### config.mk
export PLATFORM = sky130hd
export DESIGN_NAME = lobm_front
export DESIGN_NICKNAME = d
export VERILOG_FILES = /design/src/rtl/core/lobm_pkg.sv /design/src/rtl/core/lobm_front.sv
export SDC_FILE = /design/constraint.sdc
export NUM_CORES = 1
export LEC_CHECK = 0
export ABC_AREA = 0
export BUFFER_PORTS_ARGS = -buffer_cell sky130_fd_sc_hd__buf_2
export CORE_MARGIN = 8
export CORE_UTILIZATION = 56
export CTS_BUF_LIST = sky130_fd_sc_hd__clkbuf_8
export DETAILED_ROUTE_END_ITERATION = 16
export PLACE_DENSITY = 0.92
export SLEW_MARGIN = 0
export SYNTH_ARGS = -nofsm -noshare
export SYNTH_HDL_FRONTEND = slang
export SYNTH_SLANG_ARGS = --single-unit
### constraint.sdc
create_clock -name clock -period 5.2 [get_ports clock]
set_clock_uncertainty 0.1 [all_clocks]
set_input_delay 0.78 -clock clock [delete_from_list [all_inputs] [get_ports clock]]
set_output_delay 0.78 -clock clock [all_outputs]
set_load 0.05 [all_outputs]
### src/rtl/core/lobm_pkg.sv
// Shared types and constants of the limit order book matcher.
package lobm_pkg;

   localparam int DefOrderSlots = 32;

   typedef enum logic [1:0] {
      KIND_ADD    = 2'd0,
      KIND_CANCEL = 2'd1,
      KIND_MODIFY = 2'd2,
      KIND_NONE   = 2'd3
   } kind_type;

   typedef enum logic [2:0] {
      ST_OK        = 3'd0,
      ST_DUP_ID    = 3'd1,
      ST_FAK_NOX   = 3'd2,
      ST_UNKNOWN   = 3'd3,
      ST_FULL      = 3'd4,
      ST_ZERO_QTY  = 3'd5
   } status_type;

   typedef struct packed {
      logic [1:0]  kind;
      logic [63:0] order_id;
      logic        side;
      logic        order_type;
      logic [31:0] price;
      logic [31:0] quantity;
   } req_type;

   typedef enum logic [3:0] {
      BE_IDLE,
      BE_FIND,
      BE_CHECK,
      BE_FAK,
      BE_INSERT,
      BE_BEST,
      BE_FILL,
      BE_KILL,
      BE_STATUS
   } be_state_type;

endpackage

### src/rtl/core/lobm_front.sv
// Front end: accept requests and hold them in a short queue for the engine.
module lobm_front
   import lobm_pkg::*;
(
   input  logic    clock,
   input  logic    reset,
   input  logic    push,
   input  req_type push_word,
   output logic    full,
   output logic    empty,
   input  logic    pop,
   output req_type head_word
);
   req_type    q_ff [2];
   req_type    q_in [2];
   logic [1:0] cnt_ff, cnt_in;

   always_comb begin
      q_in   = q_ff;
      cnt_in = cnt_ff;
      if (pop && cnt_ff != 2'd0) begin
         q_in[0] = q_ff[1];
         cnt_in  = cnt_in - 2'd1;
      end
      if (push && cnt_ff != 2'd2) begin
         q_in[cnt_in[0]] = push_word;
         cnt_in          = cnt_in + 2'd1;
      end
   end

   always_ff @(posedge clock) begin
      q_ff <= q_in;
      if (reset) begin
         cnt_ff <= 2'd0;
      end else begin
         cnt_ff <= cnt_in;
      end
   end

   assign full      = cnt_ff == 2'd2;
   assign empty     = cnt_ff == 2'd0;
   assign head_word = q_ff[0];
endmodule

**Word-level counts from Yosys, hierarchy flattened**

Index checks and enable logic that the tools add are counted.

- Input port bits: 136
- Bits in registers: 266

- Order comparisons: 2
- Equality and inequality tests: 2
- Multiplexer cells: 7
- Reductions and logical operators: 5
- Bitwise operators: 1
- Add/sub/neg operators: 2

Operators by type and width:

| operator | count |
|---|---|
| bitwise mux 264 bit | 1 |
| two-way mux 132 bit | 2 |
| two-way mux 264 bit | 1 |
| demux 132 bit (select 1 bit) | 1 |
| two-way mux 2 bit | 2 |
| logical AND 1 bit | 3 |
| adder 2 x 1 -> 2 bit (second input constant) | 1 |
| == test 2 bit (second input constant) | 1 |
| greater-or-equal comparator 2 bit (second input constant) | 1 |
| zero test 2 bit | 1 |
| < comparator 2 x 1 -> 1 bit (second input constant) | 1 |
| != test 2 bit (second input constant) | 1 |
| inverter 1 -> 2 bit | 1 |
| nonzero test 2 bit | 1 |
| subtractor 2 x 1 -> 2 bit (second input constant) | 1 |

**Depth between registers and ports, before layout**

- Depth in word-level cells: 10
- Gate-level depth with buffers: 9
- Depth with buffers taken out: 7

**Worst setup path before layout**

OpenSTA, ideal clock, no wires.

- Kind: register to register
- Start point: register cnt_ff[0]
- End point: register with a tool-made name
- Slack: 0.519 ns
- Arrival: 4.097 ns
- Stages on the path, launching flop included: 8
- Path buffers: 1
- Cell sequence: dfxtp_1 > inv_1 > ha_1 > nand2b_4 > buf_6 > xnor2_4 > inv_1 > ha_1

RTL lines:

| element | RTL line | source |
|---|---|---|
| start, declared | lobm_front.sv:16 | `logic [1:0] cnt_ff, cnt_in;` |
| start signal, assigned | lobm_front.sv:36 | `cnt_ff <= cnt_in;` |

==> results.toml <==
[cells_and_area]
drive_gt1_share_pct = 66.4
diodes = 0
n_fill_cell = 1444
final_nets = 1006
final_common_cell = "buf_2"
syn_to_final_growth_pct = 12.2
final_cell_mix = "269 x buf_2, 184 x mux2_2, 134 x dfxtp_1"

[die]
die_h_microns = 158
pin_count = 270
core_sq_mm = 0.0200
row_count = 52
die_w_microns = 158
start_util_pct = 56.5
die-area_sq_mm = 0.0249

[global_route]
grt_pass1_wl_microns = 32800
grt_max_degree = 80
grt_usage_pct = 16.7
antenna_found_initial = 2
grt_pass1_vias = 6382
grt-ovfl-total = 0

[setup_path]
arrival_ns = 3.75
timing_worst_setup_path_type = "reg -> reg"
rr_startpoint = "cnt_ff[0]"
cp_max_fo = 79
worstSetupStartpointType = "register"
crit_start = "cnt_ff[0]"
r2r_end = "head_word[5]"
reg2reg_depth = 7
required_ns = 5.50
crit_path_end_kind = "register"
crit_end = "head_word[5]"
ff2ff_setup_slack_ns = 1.76

[clock_tree]
cts_hold_buf = 0
cts_buffer_depth = 3
postCtsSetupRepairBufs = 0
ctsResizeCount = 0
cts.sinks = 266
cts-buffers-inserted = 42
clock_latency_ns = 0.52
clkSlewWorstSetupHoldPaths_ns = 0.06
cts_tree = "done"
h-tree-depth = 2
root_buffer = "clkbuf_8"

[detailed_routing]
drt_iter0_drc = 198
first_pass_iters = 4
avgViaCountPerCell = 4.90
vias = 5731
drt_wl_total_microns = 21700
drc = 0
wire_per_inst_microns = 18.5
final_antenna_net_count = 0

[synth]
synth.avg_cell_area_sq_um = 15.9
synth.area.top_cells = "edfxtp_1 35%, dfxtp_1 24%, mux2_2 18%"
synthCells = 709
synth.net_count = 848
yosysTopAreaCellShare_pct = 35.1
synth_warnings = 0
yosysSeqAreaShare_pct = 58.9
yosysTopAreaCell = "edfxtp_1"
synth_cell_types = 19
synthesis.area_sq_mm = 0.0113
ys_seq_elements = 266

[place]
io_buffers = 269
gp_congestion = 0.741

[flow_run]
max_cap_violations = 0

[timing]
min_period_ns = 3.44
setup_viol = 0
grt_setup_unrepaired = "false"
hold_viol_final = 0
tightest_slew_ns = 1.07
fmax_ghz = 0.290
final.setup.tns_ns = 0
post-route-period-util_pct = 66.2
slew_headroom_pct = 28.4
slew_viol_final = 0

[status]
status = "complete, no violations"

[worst_hold_path]
hold_class = "in -> reg"
==> layout make-up <==
type	count	area, sq um	share of cell area, %
clock inverters	27	131	1.04
multi-input cells	279	3450	27.3
clock buffers	49	674	5.33
flip-flops and latches	266	6650	52.5
inverters	3	11.3	0.0890
well taps	270	338	2.67
repair buffers	275	1400	11.1
==> worst max-delay path, cell delays in order (launching register included) <==
cell	delay (ns)
dfxtp_1	0.32
inv_1	0.21
ha_1	0.24
nand2b_4	0.17
buf_4	0.59
buf_4	0.93
mux2_2	0.42
mux2_4	0.26
==> Yosys cell counts (all sizes together) <==
cell / number
mux2i: 1
clkbuf: 6
nand2b: 1
dfxtp: 134
ha: 3
nor3b: 1
mux2: 264
buf: 155
nand3b: 1
edfxtp: 132
nor2b: 3
inv: 3
nand2: 1
nor2: 1
xnor2: 3
==> metrics by stage <==
step | hold WS [ns] | utilization, % | std cells | instance area (sq um) | setup slack [ns]
finish | 0.330 | 63.4 | 1169 | 12700 | 1.76
global route | 0.307 | 63.4 | 1169 | 12700 | 1.56
CTS | 0.288 | 63.4 | 1169 | 12700 | 1.75
detailed placement | 0.488 | 59.3 | 1093 | 11900 | 1.68
global placement | 0.476 | 59.3 | 1093 | 11900 | 1.66
floorplan | 0.472 | - | 709 | 11300 | 0.519
==> how the worst min path moves through the flow <==
stage,cells past startpoint,slack [ns],startpoint,end
6_report,2,0.33,reset,cnt_ff[0]
5_1_grt,1,0.31,push_word[99],register
4_1_cts,2,0.29,reset,cnt_ff[0]
3_5_place_dp,2,0.49,register,head_word[97]
3_3_place_gp,2,0.48,register,head_word[127]
2_1_floorplan,2,0.47,register,head_word[107]
==> routing by layer <==
metal / GRT usage [%] / vias to the layer above / part of all wire (%)
li1: - / 2736 / -
met1: 18.5 / 2719 / 40
met2: 28.3 / 228 / 47
met3: 7.67 / 44 / 11
met4: 5.39 / 4 / 1.8
met5: 0 / - / 0.11
==> kinds of logic (layout without fill, tap and decap cells) <==
group	Yosys count	after routing	share of synthesized area (%)
multiplexers	265	265	29.1
AND/OR/NAND/NOR	8	8	0.510
flip-flops	266	266	58.9
XOR/XNOR	3	3	0.399
adder cells (fa/ha/maj)	3	3	0.333
buffers and inverters	164	354	10.7
Power is not shown: default switching activity piles up to over one toggle a cycle in this logic, so the estimate is an artifact.
